## config.mk

```make
export PLATFORM = sky130hd
export DESIGN_NAME = event_wait_queue_manager_top
export DESIGN_NICKNAME = d
export VERILOG_FILES = /design/src/hdl/ewq_pkg.sv /design/src/hdl/event_wait_queue_manager_top.sv /design/src/hdl/ewq_ctrl.sv /design/src/hdl/ewq_datapath.sv
export SDC_FILE = /design/constraint.sdc
export NUM_CORES = 1
export LEC_CHECK = 0
export BUFFER_PORTS_ARGS = -buffer_cell sky130_fd_sc_hd__clkbuf_2
export CAP_MARGIN = 20
export CORE_UTILIZATION = 28
export CTS_CLUSTER_SIZE = 25
export DETAILED_ROUTE_END_ITERATION = 6
export PLACE_DENSITY = 0.4
export SYNTH_ARGS = -nofsm -noshare
export SYNTH_HDL_FRONTEND = slang
export SYNTH_SLANG_ARGS = --single-unit
```

## constraint.sdc

```tcl
create_clock -name clk_i -period 9.7 [get_ports clk_i]
set_clock_uncertainty 0.05 [all_clocks]
set_input_delay 1.455 -clock clk_i [delete_from_list [all_inputs] [get_ports clk_i]]
set_output_delay 1.455 -clock clk_i [all_outputs]
set_load 0.05 [all_outputs]
```

## src/hdl/ewq_pkg.sv

```systemverilog
// shared types and constants for the event wait queue manager
`default_nettype none
package ewq_pkg;

  localparam int unsigned NUM_EVENTS_DEF   = 16;
  localparam int unsigned QUEUE_DEPTH_DEF  = 8;
  localparam int unsigned TASK_ID_BITS_DEF = 8;

  localparam int unsigned KIND_W   = 2;
  localparam int unsigned EVENT_W  = 4;
  localparam int unsigned TASK_W   = 8;
  localparam int unsigned STATUS_W = 2;

  typedef enum logic [KIND_W-1:0] {
    KIND_WAIT     = 2'd0,
    KIND_WAKE_ONE = 2'd1,
    KIND_WAKE_ALL = 2'd2,
    KIND_RSVD     = 2'd3
  } kind_e;

  typedef enum logic [STATUS_W-1:0] {
    ST_SUSPENDED = 2'd0,
    ST_FULL      = 2'd1,
    ST_WOKEN     = 2'd2,
    ST_NONE      = 2'd3
  } status_e;

  typedef struct packed {
    logic load;
    logic post_wait;
    logic post_full;
    logic post_none;
    logic start_wake;
    logic emit_pop;
  } dp_cmd_t;

  typedef struct packed {
    logic out_free;
    logic is_wait;
    logic room;
    logic none;
    logic finish;
  } dp_status_t;

endpackage
`default_nettype wire

```

## src/hdl/event_wait_queue_manager_top.sv

```systemverilog
// top level of the event wait queue manager
// Keeps a FIFO wait queue of task ids per event number. One item is worked on at a
// time: a lookup state answers a wait, a wake of an empty queue or an unknown kind,
// or starts a wake; a drain state then gives one woken task per cycle while the
// result side does not stall, one task for a wake-one and every waiter for a wake-all.
// Reads of the queue metadata memory and the waiter memory are registered. Queue state is
// empty right after reset through per-event valid bits, with no clearing pass.
`default_nettype none
module event_wait_queue_manager_top #(
  parameter int unsigned NUM_EVENTS   = ewq_pkg::NUM_EVENTS_DEF,
  parameter int unsigned QUEUE_DEPTH  = ewq_pkg::QUEUE_DEPTH_DEF,
  parameter int unsigned TASK_ID_BITS = ewq_pkg::TASK_ID_BITS_DEF
) (
  input  wire logic                         clk_i,
  input  wire logic                         rst_ni,
  input  wire logic                         in_valid_i,
  output logic                              in_stall_o,
  input  wire logic [ewq_pkg::KIND_W-1:0]   kind_i,
  input  wire logic [ewq_pkg::EVENT_W-1:0]  event_id_i,
  input  wire logic [ewq_pkg::TASK_W-1:0]   task_id_i,
  output logic                              out_valid_o,
  input  wire logic                         out_stall_i,
  output logic [ewq_pkg::STATUS_W-1:0]      status_o,
  output logic [ewq_pkg::TASK_W-1:0]        woken_task_o,
  output logic                              last_o
);
  import ewq_pkg::*;

  dp_cmd_t    cmd;
  dp_status_t stat;

  ewq_ctrl u_ctrl (
    .clk_i      (clk_i),
    .rst_ni     (rst_ni),
    .in_valid_i (in_valid_i),
    .in_stall_o (in_stall_o),
    .stat_i     (stat),
    .cmd_o      (cmd)
  );

  ewq_datapath #(
    .NUM_EVENTS   (NUM_EVENTS),
    .QUEUE_DEPTH  (QUEUE_DEPTH),
    .TASK_ID_BITS (TASK_ID_BITS)
  ) u_datapath (
    .clk_i        (clk_i),
    .rst_ni       (rst_ni),
    .kind_i       (kind_i),
    .event_id_i   (event_id_i),
    .task_id_i    (task_id_i),
    .cmd_i        (cmd),
    .stat_o       (stat),
    .out_valid_o  (out_valid_o),
    .out_stall_i  (out_stall_i),
    .status_o     (status_o),
    .woken_task_o (woken_task_o),
    .last_o       (last_o)
  );

endmodule
`default_nettype wire

```

## src/hdl/ewq_ctrl.sv

```systemverilog
// controller state machine for the event wait queue manager
`default_nettype none
module ewq_ctrl (
  input  wire logic               clk_i,
  input  wire logic               rst_ni,
  input  wire logic               in_valid_i,
  output logic                    in_stall_o,
  input  ewq_pkg::dp_status_t     stat_i,
  output ewq_pkg::dp_cmd_t        cmd_o
);
  import ewq_pkg::*;

  typedef enum logic [2:0] {
    S_IDLE   = 3'b001,
    S_LOOKUP = 3'b010,
    S_DRAIN  = 3'b100
  } state_e;

  state_e state_q, state_d;

  always_comb begin
    state_d    = state_q;
    cmd_o      = '0;
    in_stall_o = 1'b1;
    case (state_q)
      S_IDLE: begin
        in_stall_o = 1'b0;
        if (in_valid_i) begin
          cmd_o.load = 1'b1;
          state_d    = S_LOOKUP;
        end
      end
      S_LOOKUP: begin
        if (stat_i.is_wait) begin
          if (stat_i.out_free) begin
            cmd_o.post_wait = stat_i.room;
            cmd_o.post_full = !stat_i.room;
            state_d         = S_IDLE;
          end
        end else if (stat_i.none) begin
          if (stat_i.out_free) begin
            cmd_o.post_none = 1'b1;
            state_d         = S_IDLE;
          end
        end else begin
          cmd_o.start_wake = 1'b1;
          state_d          = S_DRAIN;
        end
      end
      S_DRAIN: begin
        if (stat_i.out_free) begin
          cmd_o.emit_pop = 1'b1;
          if (stat_i.finish) begin
            state_d = S_IDLE;
          end
        end
      end
      default: begin
        state_d = S_IDLE;
      end
    endcase
  end

  always_ff @(posedge clk_i or negedge rst_ni) begin
    if (!rst_ni) begin
      state_q <= S_IDLE;
    end else begin
      state_q <= state_d;
    end
  end

endmodule
`default_nettype wire

```

## src/hdl/ewq_datapath.sv

```systemverilog
// queue metadata, waiter memory and result register
`default_nettype none
module ewq_datapath #(
  parameter int unsigned NUM_EVENTS   = ewq_pkg::NUM_EVENTS_DEF,
  parameter int unsigned QUEUE_DEPTH  = ewq_pkg::QUEUE_DEPTH_DEF,
  parameter int unsigned TASK_ID_BITS = ewq_pkg::TASK_ID_BITS_DEF
) (
  input  wire logic                         clk_i,
  input  wire logic                         rst_ni,
  input  wire logic [ewq_pkg::KIND_W-1:0]   kind_i,
  input  wire logic [ewq_pkg::EVENT_W-1:0]  event_id_i,
  input  wire logic [ewq_pkg::TASK_W-1:0]   task_id_i,
  input  ewq_pkg::dp_cmd_t                  cmd_i,
  output ewq_pkg::dp_status_t               stat_o,
  output logic                              out_valid_o,
  input  wire logic                         out_stall_i,
  output logic [ewq_pkg::STATUS_W-1:0]      status_o,
  output logic [ewq_pkg::TASK_W-1:0]        woken_task_o,
  output logic                              last_o
);
  import ewq_pkg::*;

  localparam int unsigned EVW   = (NUM_EVENTS > 1) ? $clog2(NUM_EVENTS) : 1;
  localparam int unsigned EXTW  = (EVW > EVENT_W) ? EVW : EVENT_W;
  localparam int unsigned HW    = (QUEUE_DEPTH > 1) ? $clog2(QUEUE_DEPTH) : 1;
  localparam int unsigned CW    = $clog2(QUEUE_DEPTH + 1);
  localparam int unsigned SW    = CW + 1;
  localparam int unsigned DEPTH = NUM_EVENTS * QUEUE_DEPTH;
  localparam int unsigned AW    = (DEPTH > 1) ? $clog2(DEPTH) : 1;
  localparam int unsigned TW    = (TASK_ID_BITS > TASK_W) ? TASK_ID_BITS : TASK_W;

  typedef struct packed {
    logic [HW-1:0] head;
    logic [CW-1:0] count;
  } meta_t;

  // item registers
  kind_e                   kind_q;
  logic [EVW-1:0]          ev_q;
  logic [TASK_ID_BITS-1:0] task_q;
  logic                    valid_ev_q;

  // metadata memory with per-event valid bits
  meta_t                   meta_mem [NUM_EVENTS];
  logic [NUM_EVENTS-1:0]   meta_vld_q;
  meta_t                   meta_rd_q;
  logic                    vld_rd_q;
  meta_t                   meta_cur;
  meta_t                   meta_wdata;
  logic                    meta_we;

  // waiter memory
  logic [TASK_ID_BITS-1:0] store_mem [DEPTH];
  logic [TASK_ID_BITS-1:0] rd_q;
  logic                    store_we;
  logic                    store_re;
  logic [AW-1:0]           waddr;
  logic [AW-1:0]           raddr;
  logic [AW-1:0]           ev_base;

  // drain working registers
  logic [HW-1:0]           wk_head_q;
  logic [CW-1:0]           wk_cnt_q;
  logic [HW-1:0]           head_next;

  // result register
  logic                    out_valid_q;
  logic [STATUS_W-1:0]     status_q;
  logic [TASK_W-1:0]       woken_q;
  logic                    last_q;

  logic [EXTW-1:0]         ev_ext_in;
  logic [EVW-1:0]          ev_idx_in;
  logic                    valid_ev_in;
  logic [TW-1:0]           task_ext_in;
  logic [TW-1:0]           rd_ext;
  logic [SW-1:0]           slot_sum;
  logic [HW-1:0]           slot;
  logic                    load_out;
  logic                    finish;

  assign ev_ext_in   = EXTW'(event_id_i);
  assign ev_idx_in   = ev_ext_in[EVW-1:0];
  assign valid_ev_in = (32'(event_id_i) < 32'(NUM_EVENTS));
  assign task_ext_in = TW'(task_id_i);
  assign rd_ext      = TW'(rd_q);

  assign meta_cur = vld_rd_q ? meta_rd_q : '0;

  assign slot_sum = SW'(meta_cur.head) + SW'(meta_cur.count);
  assign slot     = (slot_sum >= SW'(QUEUE_DEPTH)) ? HW'(slot_sum - SW'(QUEUE_DEPTH))
                                                    : HW'(slot_sum);
  assign head_next = (wk_head_q == HW'(QUEUE_DEPTH - 1)) ? '0 : wk_head_q + HW'(1);

  assign ev_base = AW'(ev_q) * AW'(QUEUE_DEPTH);
  assign waddr   = ev_base + AW'(slot);
  assign raddr   = cmd_i.start_wake ? ev_base + AW'(meta_cur.head) : ev_base + AW'(head_next);

  assign finish   = (kind_q == KIND_WAKE_ONE) || (wk_cnt_q == CW'(1));
  assign store_we = cmd_i.post_wait;
  assign store_re = cmd_i.start_wake || (cmd_i.emit_pop && !finish);

  always_comb begin
    meta_we    = 1'b0;
    meta_wdata = meta_cur;
    if (cmd_i.post_wait) begin
      meta_we          = 1'b1;
      meta_wdata.count = meta_cur.count + CW'(1);
    end else if (cmd_i.emit_pop && finish) begin
      meta_we = 1'b1;
      if (kind_q == KIND_WAKE_ONE) begin
        meta_wdata.head  = head_next;
        meta_wdata.count = wk_cnt_q - CW'(1);
      end else begin
        meta_wdata = '0;
      end
    end
  end

  always_comb begin
    stat_o.out_free = !out_valid_q || !out_stall_i;
    stat_o.is_wait  = (kind_q == KIND_WAIT);
    stat_o.room     = valid_ev_q && (meta_cur.count < CW'(QUEUE_DEPTH));
    stat_o.none     = (kind_q == KIND_RSVD) || !valid_ev_q || (meta_cur.count == '0);
    stat_o.finish   = finish;
  end

  always_ff @(posedge clk_i) begin
    if (cmd_i.load) begin
      kind_q     <= kind_e'(kind_i);
      ev_q       <= ev_idx_in;
      task_q     <= task_ext_in[TASK_ID_BITS-1:0];
      valid_ev_q <= valid_ev_in;
    end
  end

  always_ff @(posedge clk_i) begin
    if (cmd_i.load) begin
      meta_rd_q <= meta_mem[ev_idx_in];
    end
    if (meta_we) begin
      meta_mem[ev_q] <= meta_wdata;
    end
  end

  always_ff @(posedge clk_i or negedge rst_ni) begin
    if (!rst_ni) begin
      meta_vld_q <= '0;
      vld_rd_q   <= 1'b0;
    end else begin
      if (cmd_i.load) begin
        vld_rd_q <= valid_ev_in && meta_vld_q[ev_idx_in];
      end
      if (meta_we) begin
        meta_vld_q[ev_q] <= 1'b1;
      end
    end
  end

  always_ff @(posedge clk_i) begin
    if (store_we) begin
      store_mem[waddr] <= task_q;
    end
    if (store_re) begin
      rd_q <= store_mem[raddr];
    end
  end

  always_ff @(posedge clk_i) begin
    if (cmd_i.start_wake) begin
      wk_head_q <= meta_cur.head;
      wk_cnt_q  <= meta_cur.count;
    end else if (cmd_i.emit_pop) begin
      wk_head_q <= head_next;
      wk_cnt_q  <= wk_cnt_q - CW'(1);
    end
  end

  assign load_out = cmd_i.post_wait || cmd_i.post_full || cmd_i.post_none || cmd_i.emit_pop;

  always_ff @(posedge clk_i or negedge rst_ni) begin
    if (!rst_ni) begin
      out_valid_q <= 1'b0;
    end else if (load_out) begin
      out_valid_q <= 1'b1;
    end else if (!out_stall_i) begin
      out_valid_q <= 1'b0;
    end
  end

  always_ff @(posedge clk_i) begin
    if (load_out) begin
      if (cmd_i.emit_pop) begin
        status_q <= ST_WOKEN;
        woken_q  <= rd_ext[TASK_W-1:0];
        last_q   <= finish;
      end else begin
        status_q <= cmd_i.post_wait ? ST_SUSPENDED :
                    cmd_i.post_full ? ST_FULL : ST_NONE;
        woken_q  <= '0;
        last_q   <= 1'b1;
      end
    end
  end

  assign out_valid_o  = out_valid_q;
  assign status_o     = status_q;
  assign woken_task_o = woken_q;
  assign last_o       = last_q;

endmodule
`default_nettype wire
```

==> results of run 1 <==
==> metrics by stage <==
step                      total power (W)  util [%]
after detailed placement         0.006538     29.78
after floorplan                  0.006221         -
after global routing              0.01177     32.34
final                             0.01145     32.34
after CTS                         0.01156     32.30
after global placement           0.006539     29.74
==> Yosys cell counts (12+ instances only) <==
cell / count / area, um2
dfrtp_1: 20 / 500.5
and3_1: 25 / 156.4
nor2_1: 171 / 641.9
a211oi_1: 13 / 97.59
nand2_1: 762 / 2860
buf_4: 18 / 135.1
o21ai_0: 22 / 110.1
buf_2: 82 / 410.4
a21oi_1: 213 / 1066
nand3_1: 222 / 1111
clkbuf_1: 73 / 274.0
mux4_2: 62 / 1396
edfxtp_1: 1183 / 35520
buf_6: 14 / 157.7
a31oi_1: 58 / 362.9
a311oi_1: 12 / 105.1
buf_1: 15 / 56.30
mux2i_1: 25 / 250.2
a22oi_1: 50 / 375.4
a221oi_1: 14 / 122.6
a32oi_1: 41 / 359.1
or2_2: 21 / 131.4
nand4_1: 51 / 319.1
==> state kept, by name (all words and copies together), names as in the netlist, 2 cells and up <==
register                 cells
u_ctrl.state_q               3
u_datapath.ev_q              4
u_datapath.task_q            8
u_datapath.woken_task_o      8
u_datapath.meta_vld_q       16
u_datapath.wk_cnt_q          4
u_datapath.meta_rd_q         7
u_datapath.wk_head_q         3
u_datapath.meta_mem        112
u_datapath.store_mem      1024
u_datapath.kind_q            2
u_datapath.status_o          2
u_datapath.rd_ext            8
==> worst max path at each step <==
stage / from / to / slack, ns / cells after the start
6_report: u_datapath.vld_rd_q / u_datapath.rd_ext[6] / 3.78 / 11
5_1_grt: u_datapath.vld_rd_q / u_datapath.rd_ext[6] / 3.37 / 11
2_1_floorplan: event_id_i[0] / u_datapath.meta_rd_q[0] / 5.57 / 5
3_5_place_dp: u_datapath.vld_rd_q / u_datapath.rd_ext[6] / 3.69 / 11
4_1_cts: u_datapath.vld_rd_q / u_datapath.rd_ext[6] / 3.66 / 11
3_3_place_gp: u_datapath.vld_rd_q / u_datapath.rd_ext[6] / 3.75 / 11
==> cell families after synthesis <==
kind of cell	Yosys count	share of synthesized area, %
AO/OA/AOI/OAI	492	6.716
multiplexers	93	3.615
adder cells (fa/ha/maj)	8	0.2254
flip-flops	1204	75.53
buffers and inverters	217	2.325
AND/OR/NAND/NOR	1289	11.46
XOR/XNOR	7	0.1285
==> layout make-up <==
cell class	count	area, um2
Clock inverter	77	614.3
Multi-Input combinational cell	1889	10670
Antenna cell	3	7.507
Tap cell	2218	2775
Inverter	13	66.31
Fill cell	16590	114500
Sequential cell	1204	36050
Timing Repair Buffer	123	905.9
Clock buffer	169	3655
==> critical path: stages, from the launching register on <==
cell,delay [ns]
dfrtp_1,0.58
nand2_1,0.21
ha_1,0.34
a211o_1,0.60
a21oi_4,0.73
buf_4,0.77
buf_4,0.67
mux2i_1,0.27
a22oi_1,0.11
a31oi_1,0.54
nand4_1,0.34
a32o_1,0.36
==> layer usage <==
layer | up-vias | global-route usage [%] | routed length [um]
met5 | - | 0 | 0
met4 | 0 | 4.953 | 3559
met3 | 197 | 2.560 | 7520
met2 | 775 | 27.47 | 70600
met1 | 14830 | 25.35 | 71760
li1 | 12650 | - | -
==> power by group <==
part | internal, W | switching (W) | total (W)
Clock | 0.00285 | 0.00218 | 0.00503
Sequential | 0.00578 | 0.0000139 | 0.00580
Combinational | 0.000130 | 0.000494 | 0.000624
Total | 0.00876 | 0.00269 | 0.0114
==> reports/qor.csv, run 1 <==
stage,metric,value,unit
sta,worst_pin_slew,1.183,ns
global_routing,grt_first_pass_wirelength,217900,um
placement,place_congestion,0.7654,
sta,drv_slew,0,
sta,period_minus_slack,5.915,ns
global_routing,overflow,0,
synthesis,seq_area_frac_synth,75.53,%
floorplanning,core-area,169300,um2
job,max-cap-violations,0,
sta,timing.final.crit_share,60.98,%
routing,drtPass1Iterations,5,
cells_and_area,final_common_cell,edfxtp_1,
status,status,"finished, final reports clean",
critical_path,cp.required,10.17,ns
placement,dp_hpwl,90340,um
routing,first_iter_violations,2647,
floorplanning,die_width,414.9,um
sta,setup_tns,0,ns
critical_path,r2r_setup_slack,3.78,ns
cells_and_area,syn_to_final_growth,14.70,%
sta,relSlewSlack,20.38,%
critical_path,reg2reg_from,u_datapath.vld_rd_q,
synthesis,synth_fp_nets,3336,
sta,hold_slack,0.4138,ns
synthesis,ys.flop_type,edfxtp_1,
clock_tree,post_cts_buffers,0,
clock_tree,cts_buffers,140,
cells_and_area,drive_above_1_share,12.14,%
floorplanning,dieArea,172100,um2
pwr,leakage,17.76,nW
worst_hold_path,holdPathStages,1,
synthesis,synth_edf_count,1183,
synthesis,avgSynthCellArea,14.42,um2
placement,dp_slack,3.694,ns
clock_tree,cts_root_buffer,clkbuf_16,
routing,routed_wl,153400,um
critical_path,crit_type,flip-flop to flip-flop,
critical_path,crit_path_start_kind,flip-flop,
global_routing,grt_pass1_vias,27770,
synthesis,ys_warn_count,0,
floorplanning,ios,31,
synthesis,synthDistinctLibCells,78,
routing,num_vias,28460,
cells_and_area,nNetsFinal,3397,
floorplanning,rows,151,
floorplanning,initial_core_util,28.19,%
placement,dpl_cell_area,50410,um2
clock_tree,clockBufferDepth,3,
worst_hold_path,hp-class,flip-flop to flip-flop,
placement,numPortBuffers,30,
synthesis,ys_ff_latch,1204,
sta,setup_viol,0,
worst_hold_path,min_to,u_datapath.meta_vld_q[6],
synthesis,synthCells,3310,
critical_path,crit_fanout,59,
critical_path,end_kind,flip-flop,
global_routing,grt_usage,17.58,%
cells_and_area,layout_common_cells,"edfxtp_1 (1183), nand2_1 (759), nand3_1 (220)",
clock_tree,cts_resized,0,
clock_tree,cts.clk_slew.worst_paths,0.06,ns
placement,dp.cells,5441,
critical_path,cp.arrival,6.38,ns
sta,rsz0062_at_grt,false,
routing,viasPerCell,4.996,
cells_and_area,design_area,54750,um2
routing,wl_per_cell,26.94,um
pwr,peakVddDrop,178.3,uV
global_routing,grt_start_max_net_pins,132,
sta,timing.fmax,169.1,MHz
routing,drc,0,
synthesis,syn_area,47730,um2
pwr,pwr_density_cell,209.1,nW/um2
floorplanning,dieHeight,414.9,um
global_routing,antenna_found_initial,5,
clock_tree,worstSkewPairLatency,0.78,ns
critical_path,r2r-end,u_datapath.rd_ext[6],
clock_tree,h-tree-depth,4,
cells_and_area,layoutNonFillerInstCount,5696,
sta,hold_violations,0,
synthesis,async_flop_share,1.744,%
routing,antenna_left,0,
clock_tree,hold_buffers,0,
clock_tree,cts_sinks,1204,
clock_tree,cts_tree,done,
worst_hold_path,hold_start,u_datapath.meta_vld_q[6],
critical_path,r2r_cells,11,
sta,setup_slack,3.785,ns
No activity file was read; power rests on OpenSTA's default activity.
==> inputs of run 2 (changes only) <==
ABC_AREA = 1   (was unset)
PLACE_DENSITY = 0.41   (was 0.4)
clock period = 5.3 ns   (was 9.7 ns; I/O delays follow)
==> reports/qor.csv, run 2 <==
stage,metric,value,unit,change
sta,worst_pin_slew,1.106,ns,was 1.183 ns
cells_and_area,nNetsFinal,5062,,was 3397
cells_and_area,largest_reg_flops,1024,,unchanged
synthesis,yosys.area_share.simple,20.05,%,was 11.46%
sta,timing.fmax,229.1,MHz,was 169.1 MHz
synthesis,async_flop_share,1.744,%,unchanged
cells_and_area,regMostFlops,u_datapath.store_mem,,unchanged
global_routing,overflow,0,,unchanged
floorplanning,dieArea,189200,um2,was 172100 um2
routing,antenna_left,0,,unchanged
synthesis,avgSynthCellArea,10.48,um2,was 14.42 um2
floorplanning,die_width,435.0,um,was 414.9 um
global_routing,grt_start_max_net_pins,130,,was 132
worst_hold_path,hold_start,task_id_i[7],,was u_datapath.meta_vld_q[6]
synthesis,synthMuxAreaShare,0.4195,%,was 3.615%
floorplanning,rows,158,,was 151
floorplanning,dieHeight,435.0,um,was 414.9 um
clock_tree,cts_tree,done,,unchanged
clock_tree,h-tree-depth,4,,unchanged
critical_path,crit_type,flip-flop to flip-flop,,unchanged
critical_path,max_stage_delay,0.51,ns,was 0.77 ns
sta,relSlewSlack,26.27,%,was 20.38%
critical_path,crit_slowest_cell,dfrtp_1,,was buf_4
global_routing,grt_first_pass_wirelength,228900,um,was 217900 um
synthesis,synthDistinctLibCells,40,,was 78
routing,drc,0,,unchanged
clock_tree,hold_buffers,1,,was 0
synthesis,synth_fa_ha_area_share,0.2050,%,was 0.2254%
cells_and_area,utilization,32.32,%,was 32.34%
routing,routed_wl,154000,um,was 153400 um
critical_path,crit_chain,nand2_1 > ha_1 > nand3_2 > nand3_4 > nand2_4 > nand2_8 > buf_12 > nand2_1 > nand2_1 > nand2_1 > nand3_1 > nand3_1 > nand2_1 > nor2_1 > nor2_1 > nor2_1 > nand2_1,,was nand2_1 > ha_1 > a211o_1 > a21oi_4 > buf_4 > buf_4 > mux2i_1 > a22oi_1 > a31oi_1 > nand4_1 > a32o_1
global_routing,grt_usage,16.20,%,was 17.58%
placement,dp_hpwl,87070,um,was 90340 um
cells_and_area,layout_common_cells,"nand2_1 (1271), edfxtp_1 (1183), inv_1 (943)",,"was edfxtp_1 (1183), nand2_1 (759), nand3_1 (220)"
critical_path,cpMostUsedCell,nand2_1,,was buf_4
critical_path,cp.required,5.76,ns,was 10.17 ns
pwr,leakage,24.32,nW,was 17.76 nW
synthesis,synth_top_area_cell,edfxtp_1,,unchanged
critical_path,r2r_cells,17,,was 11
pwr,peakVddDrop,296.6,uV,was 178.3 uV
synthesis,ys.flop_type,edfxtp_1,,unchanged
synthesis,synth_top_area_share,67.67,%,was 74.43%
clock_tree,worstSkewPairLatency,0.77,ns,was 0.78 ns
synthesis,synth_commonest_cells,"nand2_1 (1274), edfxtp_1 (1183), inv_1 (944)",,"was edfxtp_1 (1183), nand2_1 (762), nand3_1 (222)"
synthesis,synthCells,5011,,was 3310
critical_path,path_buf_inv,1,,was 2
synthesis,synth_area_leaders,"edfxtp_1 (68%), nand2_1 (9.1%), nand3_1 (8.2%)",,"was edfxtp_1 (74%), nand2_1 (6.0%), mux4_2 (2.9%)"
cells_and_area,top_regs,"u_datapath.store_mem x1024, u_datapath.meta_mem x112, u_datapath.meta_vld_q x16",,unchanged
synthesis,ys_ff_latch,1204,,unchanged
sta,rsz0062_at_grt,false,,unchanged
routing,wl_per_cell,20.22,um,was 26.94 um
pwr,seq_power_share,43.1,%,was 50.6%
routing,num_vias,33620,,was 28460
global_routing,antenna_found_initial,3,,was 5
critical_path,crit_family,simple AND/OR/NAND/NOR gates,,was compound AO/OA/AOI/OAI gates
cells_and_area,syn_to_final_growth,14.43,%,was 14.70%
global_routing,grt_pass1_vias,33080,,was 27770
clock_tree,cts_sinks,1204,,unchanged
pwr,p_int,0.01771,W,was 0.008763 W
placement,place_congestion,0.7752,,was 0.7654
synthesis,synth_edf_count,1183,,unchanged
sta,period_minus_slack,4.365,ns,was 5.915 ns
synthesis,seq_area_frac_synth,68.68,%,was 75.53%
critical_path,crit_path_start_kind,flip-flop,,unchanged
pwr,pwr_density_cell,428.9,nW/um2,was 209.1 nW/um2
clock_tree,clockBufferDepth,3,,unchanged
synthesis,synth_top_family_by_area,simple AND/OR/NAND/NOR gates,,unchanged
worst_hold_path,holdPathStages,1,,unchanged
worst_hold_path,hp-class,input port to flip-flop,,was flip-flop to flip-flop
clock_tree,cts_resized,0,,unchanged
synthesis,ys_warn_count,0,,unchanged
sta,hold_slack,0.1546,ns,was 0.4138 ns
synthesis,synth_fp_nets,5037,,was 3336
cells_and_area,drive_above_1_share,6.813,%,was 12.14%
sta,setup_viol,0,,unchanged
worst_hold_path,min_to,u_datapath.task_q[7],,was u_datapath.meta_vld_q[6]
sta,drv_slew,0,,unchanged
floorplanning,ios,31,,unchanged
job,max-cap-violations,0,,unchanged
critical_path,end_kind,flip-flop,,unchanged
critical_path,r2r_setup_slack,0.93,ns,was 3.78 ns
synthesis,yosysMostFrequentCell,nand2_1,,was edfxtp_1
pwr,p_sw_share,31.27,%,was 23.46%
pwr,p_sw,0.008056,W,was 0.002686 W
pwr,comb_power_share,20.3,%,was 5.5%
critical_path,cp.arrival,4.82,ns,was 6.38 ns
critical_path,r2r-end,u_datapath.rd_ext[1],,was u_datapath.rd_ext[6]
status,status,"finished, final reports clean",,unchanged
sta,setup_tns,0,ns,unchanged
cells_and_area,antenna_cells,0,,was 3
clock_tree,cts.clk_slew.worst_paths,0.06,ns,about the same
clock_tree,cts_root_buffer,clkbuf_16,,unchanged
routing,viasPerCell,4.413,,was 4.996
routing,first_iter_violations,2448,,was 2647
cells_and_area,final_common_cell,nand2_1,,was edfxtp_1
sta,timing.final.crit_share,82.36,%,was 60.98%
placement,numPortBuffers,30,,unchanged
sta,hold_violations,0,,unchanged
synthesis,syn_area,52490,um2,was 47730 um2
synthesis,synth_xor_area_share,0.06674,%,was 0.1285%
floorplanning,initial_core_util,28.25,%,was 28.19%
clock_tree,cts_buffers,139,,was 140
pwr,clkPwrFrac,36.6,%,was 43.9%
clock_tree,post_cts_buffers,0,,unchanged
critical_path,crit_fanout,70,,was 59
floorplanning,core-area,185800,um2,was 169300 um2
critical_path,reg2reg_from,u_datapath.vld_rd_q,,unchanged
synthesis,synth-compound-area-share,1.266,%,was 6.716%
routing,drtPass1Iterations,5,,unchanged
## run 2: changes by cell type in the layout (fill, tap and decap cells not counted), sizes merged, moves of 27 or more
| cell | before | now |
|---|---|---|
| a31oi | 58 | 2 |
| nand3 | 222 | 857 |
| a21oi | 216 | 5 |
| inv | 20 | 949 |
| o21ai | 25 | 52 |
| a22oi | 50 | 0 |
| nor2 | 171 | 303 |
| mux4 | 62 | 0 |
| a32oi | 41 | 0 |
| nand4 | 51 | 3 |
| nand2 | 762 | 1277 |
## run 2: kinds of logic after synthesis
logic type | Yosys count
simple gates | 2475
flops | 1204
buf+inv | 1196
compound gates | 102
mux | 22
fa+ha+maj | 8
xor+xnor | 4
## run 2: per-stage QoR
stage	cell area [um2]	total power, W	setup slack, ns	instances
2_1_floorplan	52490	0.01419	2.346	5011
3_3_place_gp	55620	0.01662	0.9523	7370
3_5_place_dp	55670	0.01662	0.9146	7373
4_1_cts	60060	0.02612	0.9021	7616
5_1_grt	60070	0.02682	0.6974	7617
6_report	60070	0.02576	0.9350	7617
## run 2: worst max-delay path by stage
stage                                    from  cells after the start                      endpoint  slack (ns)
after floorplan           u_datapath.vld_rd_q                     12  u_datapath.store_mem[104][0]        2.35
after global placement    u_datapath.vld_rd_q                     17          u_datapath.rd_ext[4]        0.95
after detailed placement  u_datapath.vld_rd_q                     17          u_datapath.rd_ext[4]        0.91
after CTS                 u_datapath.vld_rd_q                     17          u_datapath.rd_ext[4]        0.90
after global routing      u_datapath.vld_rd_q                     17          u_datapath.rd_ext[4]        0.70
final                     u_datapath.vld_rd_q                     17          u_datapath.rd_ext[1]        0.93
## run 2: final cells by class
cell class	count	area [um2]
Fill cell	19010	125800
Sequential cell	1204	36050
Multi-Input combinational cell	2611	11630
Clock buffer	177	3811
Inverter	947	3557
Tap cell	2480	3103
Timing Repair Buffer	133	1354
Clock inverter	65	563.0
## run 2: power groups by stage
stage | registers (W) | clock network (W) | logic [W]
2_1_floorplan | 0.0115 | 0 | 0.00265
3_3_place_gp | 0.0113 | 0 | 0.00532
3_5_place_dp | 0.0113 | 0 | 0.00532
4_1_cts | 0.0111 | 0.00969 | 0.00533
5_1_grt | 0.0111 | 0.0101 | 0.00565
6_report | 0.0111 | 0.00943 | 0.00522
## run 2: per-layer routing
metal | share of wire, % | vias to the layer above | track usage, %
li1 | - | 16360 | -
met1 | 48 | 16470 | 23.15
met2 | 46 | 579 | 25.72
met3 | 3.7 | 199 | 2.255
met4 | 1.9 | 6 | 4.100
met5 | 0.027 | - | 0
